===== src/rtl/swrb_sqrt.sv =====
`timescale 1ns / 1ps

// Digit-by-digit integer square root, one result bit per cycle.
module swrb_sqrt #(
  parameter int IN_W = 67
) (
  input  logic                  clk,
  input  logic                  rst_n,
  input  logic                  start,
  input  logic [IN_W-1:0]       radicand,
  output logic                  done,
  output logic [(IN_W+1)/2-1:0] root
);

  localparam int R     = (IN_W + 1) / 2;
  localparam int CNT_W = $clog2(R + 1);

  logic [2*R-1:0] x_r, x_nxt;
  logic [R+1:0]   rem_r, rem_nxt;
  logic [R-1:0]   root_r, root_nxt;
  logic [CNT_W-1:0] cnt_r, cnt_nxt;
  logic           done_nxt, done_r;
  logic [R+3:0]   rem2, trial;
  logic           ge;

  always_comb begin
    x_nxt    = x_r;
    rem_nxt  = rem_r;
    root_nxt = root_r;
    cnt_nxt  = cnt_r;
    done_nxt = 1'b0;
    rem2     = {rem_r, x_r[2*R-1 -: 2]};
    trial    = {2'b00, root_r, 2'b01};
    ge       = rem2 >= trial;
    if (start) begin
      x_nxt    = (2*R)'(radicand);
      rem_nxt  = '0;
      root_nxt = '0;
      cnt_nxt  = CNT_W'(R);
    end else if (cnt_r != '0) begin
      rem_nxt  = ge ? (R+2)'(rem2 - trial) : rem2[R+1:0];
      root_nxt = {root_r[R-2:0], ge};
      x_nxt    = {x_r[2*R-3:0], 2'b00};
      cnt_nxt  = cnt_r - CNT_W'(1);
      done_nxt = (cnt_r == CNT_W'(1));
    end
  end

  always_ff @(posedge clk) begin
    if (!rst_n) begin
      cnt_r  <= '0;
      done_r <= 1'b0;
    end else begin
      cnt_r  <= cnt_nxt;
      done_r <= done_nxt;
    end
  end

  always_ff @(posedge clk) begin
    x_r    <= x_nxt;
    rem_r  <= rem_nxt;
    root_r <= root_nxt;
  end

  assign done = done_r;
  assign root = root_r;

endmodule


===== config.mk =====
export PLATFORM = sky130hd
export DESIGN_NAME = swrb_sqrt
export DESIGN_NICKNAME = d
export VERILOG_FILES = /design/src/rtl/swrb_sqrt.sv
export SDC_FILE = /design/constraint.sdc
export NUM_CORES = 1
export LEC_CHECK = 0
export ABC_AREA = 1
export BUFFER_PORTS_ARGS = -buffer_cell sky130_fd_sc_hd__buf_2
export CORE_UTILIZATION = 50
export DETAILED_ROUTE_END_ITERATION = 6
export PLACE_DENSITY = 0.7
export SKIP_LAST_GASP = 1
export SYNTH_ARGS = -nofsm -noshare
export SYNTH_HDL_FRONTEND = slang
export SYNTH_SLANG_ARGS = --single-unit

===== constraint.sdc =====
create_clock -name clk -period 8.8 [get_ports clk]
set_input_delay 0.88 -clock clk [delete_from_list [all_inputs] [get_ports clk]]
set_output_delay 0.88 -clock clk [all_outputs]
set_load 0.02 [all_outputs]

**After elaboration in Yosys (flattened, before gate mapping)**

Cells that the tools add are included.

- Flip-flop bits (word level): 145
- Input bits: 70
- Output and inout bits: 35

- Add/subtract/negate cells: 2
- Order comparisons: 1
- Equal/unequal tests: 1
- Mux-type cells: 5
- Bitwise logic cells: 2
- Reduce and logical (&&, ||, !) cells: 4

Operators by type and width:

| cell | number |
|---|---|
| two-way mux 67 bit | 2 |
| >= comparator 38 x 36 -> 1 bit | 1 |
| two-way mux 36 bit | 1 |
| subtractor 36 bit | 1 |
| two-way mux 6 bit | 2 |
| == test 6 x 1 -> 1 bit (second input constant) | 1 |
| nonzero test 6 bit | 1 |
| subtractor 6 x 1 -> 6 bit (second input constant) | 1 |
| OR reduction 3 bit | 1 |
| NOT 1 bit | 2 |
| nonzero test 2 bit | 1 |
| OR reduction 2 bit | 1 |

**Depth between registers and ports, before layout**

- Word-level depth: 3
- Depth in mapped cells: 18
- Mapped depth without buffers: 17

**Least setup slack after synthesis**

Ideal clock, no wire load.

- Path kind: in2reg
- Start point: input start
- End point: register x_r[0] (enable)
- Arrival time: 3434 ps
- Setup slack: 4908 ps
- Stages on the path: 4
- Cell sequence: clkbuf_1 > nor2_2 > inv_2 > clkbuf_1

- Longest elaborated chain between the ends: 1

RTL lines:

| item | line | text |
|---|---|---|
| start: declaration | 9 | `input logic start,` |
| nonzero test 2 bit (no line) | - |  |
| end signal: assignment | 60 | `x_r <= x_nxt;` |
| end: declaration | 18 | `logic [2*R-1:0] x_r, x_nxt;` |

Every way passes these cells.
A chain may end at the register's enable or synchronous reset.

**Worst setup path after layout**

- Start point: register cnt_r[0]
- End point: register x_r[47] (enable)

- Longest elaborated chain between the ends: 2

RTL lines:

| item | line | text |
|---|---|---|
| start: declaration | 21 | `logic [CNT_W-1:0] cnt_r, cnt_nxt;` |
| start signal: assignment | 54 | `cnt_r <= cnt_nxt;` |
| nonzero test 6 bit | 40 | `end else if (cnt_r != '0) begin` |
| nonzero test 2 bit (no line) | - |  |

Every way passes these cells.

==> out/metrics.csv <==
stage;metric;value;unit
timing;finalSetupTns;0;ns
clocking;post_cts.repair.setup_buffers;0;
worst_setup_path;crit_path_end_kind;flip-flop;
global_routing;overflow;0;
logic_synthesis;synth_edf_count;67;
finish;nets;1464;
place;port_buffers;104;
logic_synthesis;synth_flop_cell;dfxtp_1;
finish;area.growth.synth_to_final;13.7;%
routing;wl;20.8;mm
logic_synthesis;netlist_area;8800;um^2
clocking;clock_path_buffers;2;
clocking;cts_made_buffers;17;
routing;wl_per_cell;13.1;um
logic_synthesis;yosys_warnings;0;
logic_synthesis;yosysUniqueCellTypes;41;
floorplan;die_w;135;um
timing;worst_pin_slew;1.08;ns
global_routing;grt_usage;24.7;%
logic_synthesis;avgSynthCellArea;6.95;um^2
routing;drt_pass1_iterations;5;
clocking;root_buffer;clkbuf_16;
logic_synthesis;synthesis.nets;1374;
timing;fin_crit;3.00;ns
floorplan;core;17200;um^2
finish;fillers;1657;
worst_setup_path;arrival;3.05;ns
logic_synthesis;synth_top_cell_by_area;edfxtp_1;
timing;final_max_slew_viol_count;0;
floorplan;die_area;18100;um^2
routing;vias_per_cell;4.99;
routing;vias;7963;
clocking;htree_levels;4;
routing;drtIter0Drc;443;
place;placed_cell_area;9410;um^2
floorplan;io_pins;105;
floorplan;fp.dieH;135;um
timing;holdWs;0.453;ns
worst_setup_path;critPathRequiredTime;8.85;ns
global_routing;grt_pass1_vias;7476;
routing;drc;0;
floorplan;start_util;51.0;%
logic_synthesis;synth_top_cells_by_area;edfxtp_1, nand2_1, dfxtp_1;
finish;layout_commonest_cell;nand2_1;
timing;min_period_over_period;34.1;%
worst_setup_path;cp_max_fo;78;
power;vdd_ir_drop_max;0.213;mV
logic_synthesis;netlist_instances;1266;
clocking;ctsHoldBuffers;0;
finish;regArea;3570;um^2
place;gp_congestion;0.932;
power;p_per_area;358;nW/um^2
place;hpwl;15.0;mm
timing;setup_viol;0;
worst_setup_path;start_kind;flip-flop;
timing;rsz0062_at_grt;false;
global_routing;grt_pass1_wl;35.6;mm
logic_synthesis;synth_top_area_share;22.9;%
timing;relSlewSlack;27.6;%
run;cap_violations;0;
routing;ant_nets;0;
clocking;cts_resized;0;
global_routing;antenna_found_initial;1;
floorplan;num_rows;48;
logic_synthesis;yosysSeqAreaShare;40.6;%
min_path;hold_class;flip-flop to flip-flop;
worst_setup_path;path_class;flip-flop to flip-flop;
global_routing;grt_max_degree;92;
timing;fmax;333;MHz
finish;multi_input_area;4290;um^2
timing;hold_viol_final;0;
logic_synthesis;async_flop_share;0;%
clocking;cts.sinks;145;
power;total_leakage_power;5.31;nW
run_status;status;finished, final reports clean;
clocking;tritoncts;yes;
logic_synthesis;synth-seq-cells;145;
finish;fin_area;10000;um^2
finish;layout-drive-gt1-share;13.4;%
clocking;clk_pin_slew;0.07;ns
finish;fin_util;58.0;%
timing;skew;0.00935;ns
finish;layout_common_cells;nand2_1, inv_1, buf_2, nor2_1, nand3_1;
clocking;clkLatencyLatePin;0.43;ns
[area by class of cell]
type                       count  area share, %
antenna                        2         0.0500
sequential                   145           35.7
inverter                     188           7.07
multi-input combinational    895           42.8
tap                          225           2.81
clock buffer                  20           4.89
clock inverter                12           1.05
timing repair buffer         109           5.58
[kinds of logic (layout without fill, tap and decap cells)]
kind of cell	Yosys count	in the layout	share of synthesized area (%)
compound gates	116	116	7.38
xor+xnor	19	19	1.89
fa+ha+maj	38	38	5.40
buf+inv	226	329	10.7
flops	145	145	40.6
other cells	0	2	0
simple gates	722	722	34.0
[cells in the mapped netlist (5+ instances only)]
library cell,count
nand2_1,502
inv_1,179
nor2_1,86
nand3_1,79
dfxtp_1,78
edfxtp_1,67
a21oi_1,41
ha_1,38
o22ai_1,34
o21ai_0,27
clkbuf_1,18
xor2_1,16
nand2_2,14
nor2_2,10
inv_2,9
nand3b_1,9
buf_2,7
o21ai_1,5
[final timing paths]
kind                         startpoint              endpoint  slack [ns]  cells past startpoint
setup / recovery  cnt_r[0]$_SDFFE_PP0N_     x_r[47]$_DFFE_PP_        5.80                      9
hold / removal        x_r[65]$_DFFE_PP_  x_r[67]$_SDFFE_PP0N_        0.45                      2
setup reg to reg  cnt_r[0]$_SDFFE_PP0N_     x_r[47]$_DFFE_PP_        5.80                      9
hold reg to reg       x_r[65]$_DFFE_PP_  x_r[67]$_SDFFE_PP0N_        0.45                      2
[state kept, by name, summed over array words and instances (netlist names)]
signal and flops:
done 1, x_r 68, cnt_r 6, root 34, rem_r 36
[worst max-delay path, cell delays in order (launching register included)]
cell      delay [ns]
dfxtp_1         0.37
inv_1           0.07
ha_1            0.22
inv_1           0.09
nor2_1          0.07
nand2_2         0.05
buf_4           0.45
nor2_2          0.14
clkinv_2        0.32
buf_4           0.79
[per-layer routing]
metal	GRT usage (%)	vias up	routed length [um]
met5	0	-	13
met4	8.11	2	376
met3	5.22	28	1190
met2	40.2	216	9400
met1	32.8	3537	9850
li1	-	4180	-
[per-stage QoR]
step	std cells	setup slack [ns]	power, mW
finish	1596	5.80	3.58
global route	1594	5.49	3.92
CTS	1594	5.75	3.59
detailed placement	1562	5.33	2.85
global placement	1562	5.38	2.83
floorplan	1266	4.91	2.47
[power by group]
group          switching (mW)  leakage (nW)  internal (mW)
sequential             0.0750          1.36          0.856
combinational            1.28          3.66          0.641
clock                   0.312         0.293          0.411
(Power assumes the default switching activity.)
