<file path="src/rtl/swrb_pkg.sv">
`timescale 1ns / 1ps

package swrb_pkg;

  // Default window geometry.
  localparam int LOOKBACK_DEF      = 30;
  localparam int MAX_EMBED_DIM_DEF = 8;

  // Fixed field widths.
  localparam int SAMPLE_W = 32;
  localparam int RADIUS_W = 32;
  localparam int DIM_W    = 4;
  localparam int DLY_W    = 5;
  localparam int COMP_W   = 5;
  localparam int RANK_W   = 9;
  localparam int CFG_IDX_W = 2;

  // Configuration register indexes.
  localparam logic [CFG_IDX_W-1:0] CFG_EMBED_DIM   = 2'd0;
  localparam logic [CFG_IDX_W-1:0] CFG_DELAY_STEP  = 2'd1;
  localparam logic [CFG_IDX_W-1:0] CFG_LINK_RADIUS = 2'd2;

  // Register reset values.
  localparam logic [DIM_W-1:0] DIM_RST = 4'd3;
  localparam logic [DLY_W-1:0] DLY_RST = 5'd1;

  // Operation of the shared shift-and-add unit.
  typedef enum logic {
    ITER_MUL,
    ITER_DIV
  } iter_mode_t;

  // Sequencer states.
  typedef enum logic [3:0] {
    S_IDLE,
    S_CHECK,
    S_AD_DIST,
    S_AD_WAIT,
    S_AD_SQRT,
    S_DIV_WAIT,
    S_THR_WAIT,
    S_PR_DIST,
    S_PR_WAIT,
    S_BFS_PICK,
    S_BFS_GROW,
    S_OUT
  } state_t;

endpackage

</file>
<file path="src/rtl/swrb_iter.sv">
`timescale 1ns / 1ps

// Shared shift-and-add unit: serial multiply or restoring divide, one bit
// per cycle through a single adder.
module swrb_iter #(
  parameter int W = 40
) (
  input  logic                 clk,
  input  logic                 rst_n,
  input  logic                 start,
  input  swrb_pkg::iter_mode_t mode,
  input  logic [W-1:0]         op_a,
  input  logic [W-1:0]         op_b,
  output logic                 done,
  output logic [2*W-1:0]       result
);

  localparam int CNT_W = $clog2(W + 1);

  swrb_pkg::iter_mode_t mode_r, mode_nxt;
  logic [W-1:0]     hi_r, hi_nxt, lo_r, lo_nxt, y_r, y_nxt;
  logic [CNT_W-1:0] cnt_r, cnt_nxt;
  logic             done_r, done_nxt;
  logic [W:0]       rdiv, add_a, add_b;
  logic             cin;
  logic [W+1:0]     sum;

  always_comb begin
    mode_nxt = mode_r;
    hi_nxt   = hi_r;
    lo_nxt   = lo_r;
    y_nxt    = y_r;
    cnt_nxt  = cnt_r;
    done_nxt = 1'b0;
    rdiv     = {hi_r, lo_r[W-1]};
    if (mode_r == swrb_pkg::ITER_MUL) begin
      add_a = {1'b0, hi_r};
      add_b = lo_r[0] ? {1'b0, y_r} : '0;
      cin   = 1'b0;
    end else begin
      add_a = rdiv;
      add_b = ~{1'b0, y_r};
      cin   = 1'b1;
    end
    sum = {1'b0, add_a} + {1'b0, add_b} + (W+2)'(cin);
    if (start) begin
      mode_nxt = mode;
      hi_nxt   = '0;
      if (mode == swrb_pkg::ITER_MUL) begin
        lo_nxt = op_b;
        y_nxt  = op_a;
      end else begin
        lo_nxt = op_a;
        y_nxt  = op_b;
      end
      cnt_nxt = CNT_W'(W);
    end else if (cnt_r != '0) begin
      if (mode_r == swrb_pkg::ITER_MUL) begin
        hi_nxt = sum[W:1];
        lo_nxt = {sum[0], lo_r[W-1:1]};
      end else begin
        // Carry out means the trial subtraction did not borrow.
        hi_nxt = sum[W+1] ? sum[W-1:0] : rdiv[W-1:0];
        lo_nxt = {lo_r[W-2:0], sum[W+1]};
      end
      cnt_nxt  = cnt_r - CNT_W'(1);
      done_nxt = (cnt_r == CNT_W'(1));
    end
  end

  always_ff @(posedge clk) begin
    if (!rst_n) begin
      cnt_r  <= '0;
      done_r <= 1'b0;
      mode_r <= swrb_pkg::ITER_MUL;
    end else begin
      cnt_r  <= cnt_nxt;
      done_r <= done_nxt;
      mode_r <= mode_nxt;
    end
  end

  always_ff @(posedge clk) begin
    hi_r <= hi_nxt;
    lo_r <= lo_nxt;
    y_r  <= y_nxt;
  end

  assign done   = done_r;
  assign result = {hi_r, lo_r};

endmodule

</file>
<file path="config.mk">
export PLATFORM = sky130hd
export DESIGN_NAME = swrb_iter
export DESIGN_NICKNAME = d
export VERILOG_FILES = /design/src/rtl/swrb_pkg.sv /design/src/rtl/swrb_iter.sv
export SDC_FILE = /design/constraint.sdc
export NUM_CORES = 1
export LEC_CHECK = 0
export ABC_AREA = 1
export BUFFER_PORTS_ARGS = -buffer_cell sky130_fd_sc_hd__buf_2
export CAP_MARGIN = 30
export CORE_MARGIN = 2
export CORE_UTILIZATION = 49
export DETAILED_ROUTE_END_ITERATION = 16
export GPL_ROUTABILITY_DRIVEN = 0
export HOLD_SLACK_MARGIN = 0.1
export MAX_ROUTING_LAYER = met4
export PLACE_DENSITY = 0.69
export SLEW_MARGIN = 20
export SYNTH_ARGS = -nofsm -noshare
export SYNTH_HDL_FRONTEND = slang
export SYNTH_SLANG_ARGS = --single-unit
</file>
<file path="constraint.sdc">
create_clock -name clk -period 3.6 [get_ports clk]
set_input_delay 0.54 -clock clk [delete_from_list [all_inputs] [get_ports clk]]
set_output_delay 0.54 -clock clk [all_outputs]
set_load 0.03 [all_outputs]
</file>
---- Word level (Yosys, flattened, before mapping) ----
Cells that the tools add are included.
storage, ports and cells
  bits in registers ....................... 128
  bits of input ports ..................... 84
  output and inout bits ................... 81
cells by class
  $add $sub $neg .......................... 3
  equality and inequality tests ........... 1
  multiplexer cells ....................... 13
  bitwise operators ....................... 3
  reductions and logical operators ........ 4
operators by type and width
  kind                                               count
  2-to-1 mux 40 bit                                  8
  2-to-1 mux 41 bit                                  2
  adder 41 x 41 -> 42 bit                            1
  adder 42 x 1 -> 42 bit                             1
  NOT 40 -> 41 bit                                   1
  2-to-1 mux 6 bit                                   2
  == test 6 x 1 -> 1 bit (second input constant)     1
  nonzero test 6 bit                                 1
  subtractor 6 x 1 -> 6 bit (second input constant)  1
  OR reduction 3 bit                                 1
  NOT 1 bit                                          2
  nonzero test 2 bit                                 1
  OR reduction 2 bit                                 1
  2-to-1 mux 1 bit                                   1

---- Depth between registers and ports, before layout ----
  depth in word-level cells ............... 7
  gate-level depth with buffers ........... 22
  mapped depth without buffers ............ 20

---- Worst setup path before layout ----
No wires, ideal clock.
  path kind ............................... register to register
  start point ............................. reg mode_r
  end point ............................... reg hi_r[16]
  setup time .............................. 70 ps
  arrival ................................. 3079 ps
  data required time ...................... 3530 ps
  path slack .............................. 451 ps
  cell stages (with the launch flop) ...... 17
  buffers on the path ..................... 3
  period minus slack after synthesis ...... 3149 ps
  path through ............................ dfxtp_1 -> clkbuf_1 -> clkbuf_1 -> clkbuf_1 -> mux2i_1 -> fa_1 -> fa_1 -> nor2_1 -> o21ai_0 -> nand2_1 -> nand2_1 -> nand2_1 -> xor2_1 -> nand2_1 -> o21ai_1 -> nand2_1 -> a21oi_1
on the way
  longest elaborated chain between the ends .. 5
RTL lines
  what                     line             text
  from (decl)              swrb_iter.sv:20  swrb_pkg::iter_mode_t mode_r, mode_nxt;
  from (signal assigned)   swrb_iter.sv:75  mode_r <= swrb_pkg::ITER_MUL;
  from (signal assigned)   swrb_iter.sv:79  mode_r <= mode_nxt;
  2-to-1 mux 41 bit        swrb_iter.sv:36  if (mode_r == swrb_pkg::ITER_MUL) begin
  adder 41 x 41 -> 42 bit  swrb_iter.sv:45  sum = {1'b0, add_a} + {1'b0, add_b} + (W+2)'(cin);
  adder 42 x 1 -> 42 bit   swrb_iter.sv:45
  2-to-1 mux 40 bit        swrb_iter.sv:63  hi_nxt = sum[W+1] ? sum[W-1:0] : rdiv[W-1:0];
  2-to-1 mux 40 bit (*)    swrb_iter.sv:58  if (mode_r == swrb_pkg::ITER_MUL) begin
  to (signal assigned)     swrb_iter.sv:84  hi_r <= hi_nxt;
  to (decl)                swrb_iter.sv:21  logic [W-1:0] hi_r, hi_nxt, lo_r, lo_nxt, y_r, y_nxt;
Mark *: on every way between the ends. The rest lies on a longest branch, timed or not.
A chain may end at the register's enable or synchronous reset.

---- Worst setup path after layout ----
Ends and elaborated chain as after synthesis.

==> summary.md <==
| Metric | Value |
|---|---|
| Status | completed |
| Internal Power | 4.20 mW |
| LEAKAGE | 6.25 nW |
| Num CTS Buffers | 17 |
| Die area | 23100 um2 |
| Layout cell share with drive strength beyond 1 | 14.3% |
| Post-DRT Antenna Nets | 0 |
| Crit-path cells | clkinv_2 -> buf_12 -> nand2_1 -> nand2_1 -> o21ai_0 -> fa_2 -> fa_1 -> nor2_1 -> o21ai_0 -> nand2_1 -> nand2_1 -> nand2_1 -> xor2_1 -> nand2_1 -> o21ai_1 -> nand2_1 -> a21oi_1 |
| Max Buffers Root-to-Sink | 2 |
| TritonCTS clock tree | yes |
| Worst Hold Class | in2reg |
| Delay-heaviest family, CP | simple AND/OR/NAND/NOR gates |
| Slowest stage delay, CP | 460 ps |
| Final #Nets | 1981 |
| Mapped Area | 10700 um2 |
| CP Max Fanout | 31 |
| Mapped Cells | 1716 |
| Top cell type's share of synthesized area | 22.4% |
| Post-route non-filler standard cell count | 2146 |
| Chip width | 152 um |
| DRC errors left | 0 |
| Syn Nets | 1844 |
| Drt first pass iters | 6 |
| P per Cell Area | 613 nW/um2 |
| Dpl cell area | 11800 um2 |
| Number of port buffers | 164 |
| Post-Place Cells | 2107 |
| Final Setup Violations | 0 |
| Crit path top cell by count | nand2_1 |
| Data arrival, critical path | 3650 ps |
| Synth area leaders | edfxtp_1, nand2_1, dfxtp_1 |
| Clk slew on worst S/H paths | 70 ps |
| Combinational power share | 47.5% |
| Core Util, Final | 57.9% |
| First-pass GRT wire length | 52900 um |
| Worst setup SP type | flip-flop |
| Final worst path period need | 3300 ps |
| Max-Slew Margin vs Limit | 47.5% |
| Yosys Warn Count | 0 |
| Overall routed net length | 33200 um |
| Skew-Pair Late Insertion Delay | 430 ps |
| Finished Cell Area | 12500 um2 |
| Switching fraction of total power | 45.3% |
| I/O Pins | 165 |
| Initial Util | 49.6% |
| H-tree lvl count | 4 |
| Most frequent cells in the layout | nand2_1, inv_1, buf_2 |
| Worst setup EP type | flip-flop |
| MaxCap Viol Count | 0 |
| Max-slew violation count | 0 |
| Worst slew pin tran | 788 ps |
| Power share of the sequential group | 28.5% |
| Area leader, netlist | edfxtp_1 |
| Core footprint | 21600 um2 |
| DP HPWL | 24700 um |
| Setup WS post-layout | 303 ps |
| Overflow after GRT | 0 |
| Setup CP Type | reg2reg |
| Most common cell after layout, fill and taps aside | nand2_1 |
| Post-synth EDFFs | 80 |
| DIE HEIGHT | 152 um |
| Cts hold-fix bufs | 0 |
| Worst Skew | 14.9 ps |
| Mean post-synth cell area | 6.25 um2 |
| Wire per inst | 15.5 um |
| Main flop type after synthesis | edfxtp_1 |
| GRT Overall Usage | 28.8% |
| Diode count | 0 |
| Area grow syn2layout | 16.7% |
| Fin Setup TNS | 0 ps |
| Slowest CP cell | fa_1 |
| Max VDD drop | 0.363 mV |
| Iter 0 DRT Violations | 949 |
| Total Power | 7.67 mW |
| Register area share after synthesis | 31.4% |
| Vias in the first global route | 10500 |
| Asr flop ratio synth | 0% |
| Synth cell types | 37 |
| Hold violation count in the final report | 0 |
| Rows | 54 |
| Clock network power share | 23.9% |
| Seq cells post-synth | 128 |
| Initial antenna violation count | 0 |
| Hold Slack | 306 ps |
| Fin crit share | 91.6% |
| # clock sinks | 128 |
| Vias | 11600 |
| Sw power | 3.47 mW |
| Buf/Inv on CP | 2 |
| Largest net degree at the start of global routing | 121 |
| Vias per inst | 5.40 |
| Clock root cell | clkbuf_16 |
| FMAX | 303 MHz |
| WP data required | 3960 ps |
| Place WS | 259 ps |
==> power by group through the flow <==
stage	logic (mW)	clock network [mW]	registers (mW)
after floorplan	2.18	0	2.57
after detailed placement	3.57	0	2.21
after global placement	3.53	0	2.21
final	3.64	1.84	2.19
after CTS	3.59	1.87	2.18
after global routing	4.07	1.92	2.23
==> layout make-up <==
class	instances	area, um2
clock buffer	18	429
clock inverter	14	178
fill	2151	9100
inverter	221	831
multi-input combinational	1287	6210
sequential	128	3370
tap	280	350
timing repair buffer	198	1160
==> routing by layer <==
layer,track usage (%),part of all wire (%)
met1,38.6,44
met2,44.1,44
met3,5.13,8.7
met4,9.61,2.9
met5,-,0
==> worst min-delay path, cell delays in order <==
cell	delay (ps)
buf_2	90
nand2_1	40
inv_1	40
==> state kept, by name, indices dropped and copies added, names as in the netlist <==
signal	cells
hi_r	40
y_r	40
done	1
cnt_r	6
lo_r	40
mode_r	1
==> timing repair <==
| item | CTS | global route |
|---|---|---|
| endpoints found under the setup margin | 0 | 8 |
| resized for setup | 0 | 1 |
| buffers inserted | 0 | 6 |
| hold endpoints to repair | 0 | 0 |
==> final timing paths <==
kind	from	end	slack, ps	cells after the start
hold reg to reg	cnt_r[3]	cnt_r[3]	510	2
setup reg to reg	mode_r	hi_r[16]	300	17
setup / recovery	mode_r	hi_r[16]	300	17
hold / removal	rst_n	cnt_r[5]	310	3
==> synthesized netlist by cell type (all sizes together), types with 6 or more instances <==
master / instances
buf: 15
dfxtp: 48
nand3b: 6
o22ai: 38
nand2: 600
nor3: 6
xnor2: 17
nor2: 106
nand4: 8
o21ai: 162
inv: 221
ha: 42
clkbuf: 65
nand3: 113
a21oi: 161
xor2: 8
edfxtp: 80
==> kinds of logic after synthesis <==
| group | share of synthesized area (%) |
|---|---|
| buffers and inverters | 10.8 |
| multiplexers | 0.0933 |
| AO/OA/AOI/OAI | 18.2 |
| AND/OR/NAND/NOR | 32.2 |
| adder cells (fa/ha/maj) | 5.27 |
| flip-flops | 31.4 |
| XOR/XNOR | 2.04 |
Note: power is estimated with default switching activity, not from simulation.
