<file path="src/rtl/swrb_pkg.sv">
`timescale 1ns / 1ps

package swrb_pkg;

  // Default window geometry.
  localparam int LOOKBACK_DEF      = 30;
  localparam int MAX_EMBED_DIM_DEF = 8;

  // Fixed field widths.
  localparam int SAMPLE_W = 32;
  localparam int RADIUS_W = 32;
  localparam int DIM_W    = 4;
  localparam int DLY_W    = 5;
  localparam int COMP_W   = 5;
  localparam int RANK_W   = 9;
  localparam int CFG_IDX_W = 2;

  // Configuration register indexes.
  localparam logic [CFG_IDX_W-1:0] CFG_EMBED_DIM   = 2'd0;
  localparam logic [CFG_IDX_W-1:0] CFG_DELAY_STEP  = 2'd1;
  localparam logic [CFG_IDX_W-1:0] CFG_LINK_RADIUS = 2'd2;

  // Register reset values.
  localparam logic [DIM_W-1:0] DIM_RST = 4'd3;
  localparam logic [DLY_W-1:0] DLY_RST = 5'd1;

  // Operation of the shared shift-and-add unit.
  typedef enum logic {
    ITER_MUL,
    ITER_DIV
  } iter_mode_t;

  // Sequencer states.
  typedef enum logic [3:0] {
    S_IDLE,
    S_CHECK,
    S_AD_DIST,
    S_AD_WAIT,
    S_AD_SQRT,
    S_DIV_WAIT,
    S_THR_WAIT,
    S_PR_DIST,
    S_PR_WAIT,
    S_BFS_PICK,
    S_BFS_GROW,
    S_OUT
  } state_t;

endpackage

</file>
<file path="src/rtl/swrb_dist.sv">
`timescale 1ns / 1ps

// Sample store and squared-distance engine. One coordinate pair enters per
// cycle; read, difference, square and accumulate are separate stages.
module swrb_dist #(
  parameter int DEPTH   = swrb_pkg::LOOKBACK_DEF + 1,
  parameter int MAX_DIM = swrb_pkg::MAX_EMBED_DIM_DEF
) (
  input  logic                          clk,
  input  logic                          rst_n,
  input  logic                          wr_en,
  input  logic [$clog2(DEPTH)-1:0]      wr_addr,
  input  logic [swrb_pkg::SAMPLE_W-1:0] wr_data,
  input  logic                          start,
  input  logic [$clog2(DEPTH)-1:0]      head,
  input  logic [$clog2(DEPTH)-1:0]      pa,
  input  logic [$clog2(DEPTH)-1:0]      pb,
  input  logic [swrb_pkg::DIM_W-1:0]    dim,
  input  logic [swrb_pkg::DLY_W-1:0]    dly,
  output logic                          done,
  output logic [64+$clog2(MAX_DIM)-1:0] dist_sum
);

  localparam int AW    = $clog2(DEPTH);
  localparam int DCW   = $clog2(MAX_DIM + 1);
  localparam int ACC_W = 64 + $clog2(MAX_DIM);
  localparam int SW    = swrb_pkg::SAMPLE_W;

  logic [SW-1:0] mem [DEPTH];

  logic [DCW-1:0]   cnt_r, cnt_nxt;
  logic [AW-1:0]    offa_r, offa_nxt, offb_r, offb_nxt;
  logic             s1_v_r, s1_v_nxt, s1_last_r, s1_last_nxt;
  logic [SW-1:0]    rda_r, rdb_r;
  logic             s2_v_r, s2_last_r;
  logic [SW-1:0]    mag_r, mag_nxt;
  logic             s3_v_r, s3_last_r;
  logic [2*SW-1:0]  prod_r;
  logic [ACC_W-1:0] acc_r, acc_nxt;
  logic             done_r;
  logic [SW:0]      diff;

  // Logical age k maps to the slot k places behind the newest sample.
  function automatic logic [AW-1:0] phys(input logic [AW-1:0] h, input logic [AW-1:0] k);
    logic [AW:0] t;
    t = {1'b0, h} - {1'b0, k};
    if (t[AW]) begin
      t = t + (AW+1)'(DEPTH);
    end
    return t[AW-1:0];
  endfunction

  always_ff @(posedge clk) begin
    if (wr_en) begin
      mem[wr_addr] <= wr_data;
    end
    rda_r <= mem[phys(head, offa_r)];
    rdb_r <= mem[phys(head, offb_r)];
  end

  always_comb begin
    cnt_nxt     = cnt_r;
    offa_nxt    = offa_r;
    offb_nxt    = offb_r;
    s1_v_nxt    = 1'b0;
    s1_last_nxt = 1'b0;
    acc_nxt     = acc_r;
    if (start) begin
      cnt_nxt  = DCW'(dim);
      offa_nxt = pa;
      offb_nxt = pb;
      acc_nxt  = '0;
    end else begin
      if (cnt_r != '0) begin
        cnt_nxt     = cnt_r - DCW'(1);
        offa_nxt    = offa_r + AW'(dly);
        offb_nxt    = offb_r + AW'(dly);
        s1_v_nxt    = 1'b1;
        s1_last_nxt = (cnt_r == DCW'(1));
      end
      if (s3_v_r) begin
        acc_nxt = acc_r + ACC_W'(prod_r);
      end
    end
    diff    = $signed({rda_r[SW-1], rda_r}) - $signed({rdb_r[SW-1], rdb_r});
    mag_nxt = diff[SW] ? SW'(-diff) : diff[SW-1:0];
  end

  always_ff @(posedge clk) begin
    if (!rst_n) begin
      cnt_r     <= '0;
      s1_v_r    <= 1'b0;
      s1_last_r <= 1'b0;
      s2_v_r    <= 1'b0;
      s2_last_r <= 1'b0;
      s3_v_r    <= 1'b0;
      s3_last_r <= 1'b0;
      done_r    <= 1'b0;
      acc_r     <= '0;
    end else begin
      cnt_r     <= cnt_nxt;
      s1_v_r    <= s1_v_nxt;
      s1_last_r <= s1_last_nxt;
      s2_v_r    <= s1_v_r;
      s2_last_r <= s1_last_r;
      s3_v_r    <= s2_v_r;
      s3_last_r <= s2_last_r;
      done_r    <= s3_v_r && s3_last_r;
      acc_r     <= acc_nxt;
    end
  end

  always_ff @(posedge clk) begin
    offa_r <= offa_nxt;
    offb_r <= offb_nxt;
    mag_r  <= mag_nxt;
    prod_r <= mag_r * mag_r;
  end

  assign done     = done_r;
  assign dist_sum = acc_r;

endmodule

</file>
<file path="config.mk">
export PLATFORM = sky130hd
export DESIGN_NAME = swrb_dist
export DESIGN_NICKNAME = d
export VERILOG_FILES = /design/src/rtl/swrb_pkg.sv /design/src/rtl/swrb_dist.sv
export SDC_FILE = /design/constraint.sdc
export NUM_CORES = 2
export LEC_CHECK = 0
export ABC_CLOCK_PERIOD_IN_PS = 8200
export BUFFER_PORTS_ARGS = -buffer_cell sky130_fd_sc_hd__buf_2
export CORE_MARGIN = 5
export CORE_UTILIZATION = 59
export DETAILED_ROUTE_END_ITERATION = 8
export GPL_ROUTABILITY_DRIVEN = 0
export HOLD_SLACK_MARGIN = 0.08
export MAX_ROUTING_LAYER = met4
export PLACE_DENSITY = 0.8
export SLEW_MARGIN = 20
export SYNTH_ARGS = -nofsm -noshare
export SYNTH_HDL_FRONTEND = slang
export SYNTH_SLANG_ARGS = --single-unit
</file>
<file path="constraint.sdc">
create_clock -name clk -period 8.2 [get_ports clk]
set_input_delay 1.64 -clock clk [delete_from_list [all_inputs] [get_ports clk]]
set_output_delay 1.64 -clock clk [all_outputs]
set_load 0.005 [all_outputs]
</file>
* Yosys cells after proc, flatten, opt, wreduce, memory -nomap -nowiden
Memory sizes are Yosys's and may differ from the RTL's. A register that Yosys moved wholly into a read port is not among the register bits. Cells that the tools add are included.
Storage, ports and cells: flip-flop bits (word level) 184, bits in latches 0, bits in writable memories 992, memory bits (read-only) 0, input bits 65, output and inout bits 68, word-level logic and storage cells 45, memories 1
Operators by class: $add $sub $neg 10, $mul 1, divide/modulo/power cells 0, $lt $le $gt $ge 0, equality and inequality tests 1, shift-type cells 0, multiplexer cells 12, bitwise operators 2, reduce and logical (&&, ||, !) cells 5
Memories:
- mem | depth 31, width 32, rd ports 2, clocked after Yosys merged registers in 2, write ports 1, line swrb_dist.sv:29 | logic [SW-1:0] mem [DEPTH];
Operators by type and width (count):
- adder 67 x 64 -> 67 bit | 1
- multiplier 32 x 32 -> 64 bit | 1
- subtractor 32 x 32 -> 33 bit | 1
- 2-to-1 mux 32 bit | 1
- negator 32 bit | 1
- 2-to-1 mux 5 bit | 6
- subtractor 5 x 5 -> 6 bit | 2
- adder 5 bit | 2
- adder 5 bit, second input constant | 2
- 2-to-1 mux 4 bit | 2
- == test 4 x 1 -> 1 bit, second input constant | 1
- nonzero test 4 bit | 1
- subtractor 4 x 1 -> 4 bit, second input constant | 1
- 2-to-1 mux 1 bit | 3
- OR reduction 3 bit | 1
- inverter 1 bit | 2
- nonzero test 2 bit | 1
- OR reduction 2 bit | 1
- logical AND 1 bit | 1

* Depth between registers and ports, before layout
word-level depth 3, depth in mapped cells 31, depth with buffers taken out 28

* Worst setup path after synthesis
OpenSTA, ideal clock, no wires.
path kind register to register, from reg mag_r[5], to reg prod_r[62], library setup time 0.131 ns, arrival 7.754 ns, required time 8.069 ns, slack 0.315 ns, stages on the path, launching flop included 29, path buffers 2, clock period less this slack 7.885 ns, path through dfxtp_1 > clkbuf_1 > clkbuf_1 > nand2_1 > inv_1 > fa_1 > fa_1 > fa_1 > inv_1 > fa_1 > inv_1 > fa_1 > fa_1 > fa_1 > inv_1 > fa_1 > inv_1 > ha_1 > a21o_1 > a21o_1 > a21o_1 > or4b_1 > a21oi_1 > nor4b_1 > o32ai_2 > o21ai_1 > a221oi_2 > or4b_2 > nand3_1
Between the ends: longest elaborated chain between the ends 1
Ends and longest elaborated chain:
- start: declaration | line swrb_dist.sv:36 | logic [SW-1:0] mag_r, mag_nxt;
- start signal: assignment | line swrb_dist.sv:116 | mag_r <= mag_nxt;
- multiplier 32 x 32 -> 64 bit | line swrb_dist.sv:117 | prod_r <= mag_r * mag_r;
- end signal: assignment | line swrb_dist.sv:117
- end: declaration | line swrb_dist.sv:38 | logic [2*SW-1:0] prod_r;
No other way between the ends. A chain may end at the register's enable or synchronous reset.

* Worst setup path in the final report
from reg mag_r[11], to reg prod_r[62]
Same word-level chain as after synthesis.

==> impl_metrics.tcl <==
set metrics [dict create \
    synthArstFlopShare 0 \
    slowest_delay_ns 0.59 \
    worstReg2RegStart "mag_r[11]" \
    muxShareOfSynthArea 0.121 \
    cts_max_level 4 \
    worstPathMaxFanout 25 \
    synthAdderAreaFrac 0.239 \
    multi_input_area_mm2 0.0488 \
    post-route-period-util 0.972 \
    grt_pass1_wl_um 380000 \
    critPathBufInv 7 \
    hold_end "s3_last_r" \
    post-synth-top-count-cell "inv_1" \
    yosysSeqAreaShare 0.393 \
    drive_gt1_frac 0.156 \
    dr.pass1.iters 6 \
    slew_violations 0 \
    antenna_left 0 \
    min-delay-start "s2_last_r" \
    gr-usage-all-layers 0.328 \
    synth_edf_count 1002 \
    maxCapViolations 0 \
    drt_iter0_drc 7816 \
    grt_overflow 0 \
    synth.largest_area_cell "edfxtp_1" \
    insertion_delay_ns 0.83 \
    r2r-end "prod_r[62]" \
    grt_max_degree 106 \
    required_ns 8.87 \
    area_growth_pct 10.3 \
    cts_sinks 1239 \
    netlist_top_cells_count "1,076 x inv_1, 1,002 x edfxtp_1, 797 x fa_1" \
    synth_top_family_by_area "adder cells" \
    vias 62284 \
    synth_warnings 0 \
    fin_worst_skew_ns 0.0944 \
    avgSynthCellArea_um2 12.2 \
    path_common_cell "fa_1" \
    cts_tree "built" \
    arrival_ns 8.64 \
    antenna_found_initial 16 \
    grt_pass1_vias 64486 \
    final_util 0.653 \
    synth-seq-cells 1239 \
    port_buffers 132 \
    synth_area_mm2 0.0886 \
    min_period_ns 7.97 \
    synth-xor-area-share 0.0235 \
    endpoint_kind "register" \
    clock.fmax_mhz 125 \
    path_class "reg -> reg" \
    design.die.area_mm2 0.158 \
    routed_wl_um 255000 \
    synth_top_cells_by_area "edfxtp_1 34%, fa_1 18%, mux4_2 9.8%" \
    syn-num-nets 8518 \
    path_delay_family "adder cells" \
    num_io_pins 133 \
    ff2ff_setup_slack_ns 0.23 \
    synth_top_area_frac 0.340 \
    netlist_instances 7237 \
    r2r_cells 28 \
    synthSimpleGateAreaFrac 0.0708 \
    dieWidth_um 397 \
    synth_compound_area_frac 0.0897 \
    slew_headroom 0.247 \
    nets 8648 \
    min_path_type "reg -> reg" \
    setup_viol 0 \
    worstSetupStartpointType "register" \
    wl_per_cell_um 26.8 \
    hold_buffers 0 \
    whs_path_depth 1 \
    hpwlAfterDp_um 166000 \
    synth_cell_types 91 \
    finalHoldViolations 0 \
    status "complete, no violations" \
    core_mm2 0.150 \
    avgViaCountPerCell 6.55 \
    ys.flop_type "edfxtp_1" \
    ff_latch_area_mm2 0.0349 \
    dieHeight_um 397 \
    clk_pin_slew_worst_paths_ns 0.07 \
    start_util 0.592 \
    cts-root-buf "clkbuf_16" \
    clockBufferDepth 3 \
    drc 0 \
    fillers 10354 \
    numCtsBuffers 131 \
    cp_slowest_cell "fa_1" \
    tightest_slew_ns 1.13 \
    rows 142 \
]
## kinds of logic after synthesis
group	count (synthesis)
mux	584
compound gates	1187
flops	1239
buf+inv	1455
xor+xnor	236
simple gates	1320
fa+ha+maj	1216
## placed cells by master, fill, tap and decap left out, types with 100 or more instances in the layout
cell	Yosys	final
buf_4	0	208
nand2_1	486	484
mux2i_1	156	154
inv_1	1076	1074
o21ai_0	271	269
dfxtp_1	237	213
ha_1	419	417
fa_1	797	790
edfxtp_1	1002	1002
nor2_1	287	246
o221ai_1	126	126
clkbuf_16	0	137
and2_1	251	247
xnor2_1	150	145
buf_2	47	132
a21o_1	100	100
nand3_1	108	108
a21oi_1	200	197
mux4_2	386	386
## worst max-delay path by stage
stage,from,to,slack (ns),cells past startpoint
2_1_floorplan,mag_r[5],prod_r[62],0.32,28
3_3_place_gp,mag_r[7],prod_r[63],0.05,26
3_5_place_dp,mag_r[7],prod_r[63],0.04,26
4_1_cts,mag_r[4],prod_r[62],0.06,28
5_1_grt,mag_r[7],prod_r[62],-0.02,29
6_report,mag_r[11],prod_r[62],0.23,28
## cell type report
| cell class | count | share of cell area |
|---|---|---|
| sequential | 1239 | 0.357 |
| tap | 2016 | 0.0258 |
| timing repair buffer | 375 | 0.0299 |
| inverter | 1077 | 0.0414 |
| clock inverter | 82 | 0.0105 |
| clock buffer | 162 | 0.0353 |
| antenna | 21 | 0.000538 |
| multi-input combinational | 4543 | 0.499 |
## registers in the layout, summed over array words and instances (netlist names)
signal / flops
prod_r: 63
mem: 992
s1_last_r: 1
done: 1
mag_r: 32
s2_last_r: 1
s3_last_r: 1
offa_r: 5
s2_v_r: 1
s1_v_r: 1
dist_sum: 67
rda_r: 32
s3_v_r: 1
rdb_r: 32
offb_r: 5
cnt_r: 4
## repair_timing
item | 4_1_cts | 5_1_grt
pin swaps | 0 | 14
gates resized for setup | 1 | 67
endpoints found under the setup margin | 2 | 14
buffers inserted | 0 | 18
cloned | 0 | 6
## routing by layer
layer  vias up  part of all wire  global-route usage  routed length [µm]
met1     30716              0.34               0.402               87100
met2      4646              0.46               0.497              116000
met3      1130              0.14               0.101               35500
li1      25792                 -                   -                   -
met5         -                 0                   -                   0
met4         0             0.062               0.164               15900
## stage by stage
| step | cell area (µm²) | hold slack (ns) | std cells | setup slack [ns] | setup TNS (ns) |
|---|---|---|---|---|---|
| global placement | 92700 | 0.415 | 9226 | 0.0542 | 0 |
| floorplan | 88600 | 0.380 | 7237 | 0.315 | 0 |
| detailed placement | 92700 | 0.421 | 9226 | 0.0400 | 0 |
| global route | 97700 | 0.404 | 9509 | -0.0174 | -0.0246 |
| CTS | 97200 | 0.384 | 9470 | 0.0568 | 0 |
| finish | 97700 | 0.382 | 9515 | 0.231 | 0 |
Power is left out: the tool's default activity adds up to more than one toggle a clock period on the data nets, which glitch-free logic cannot reach.
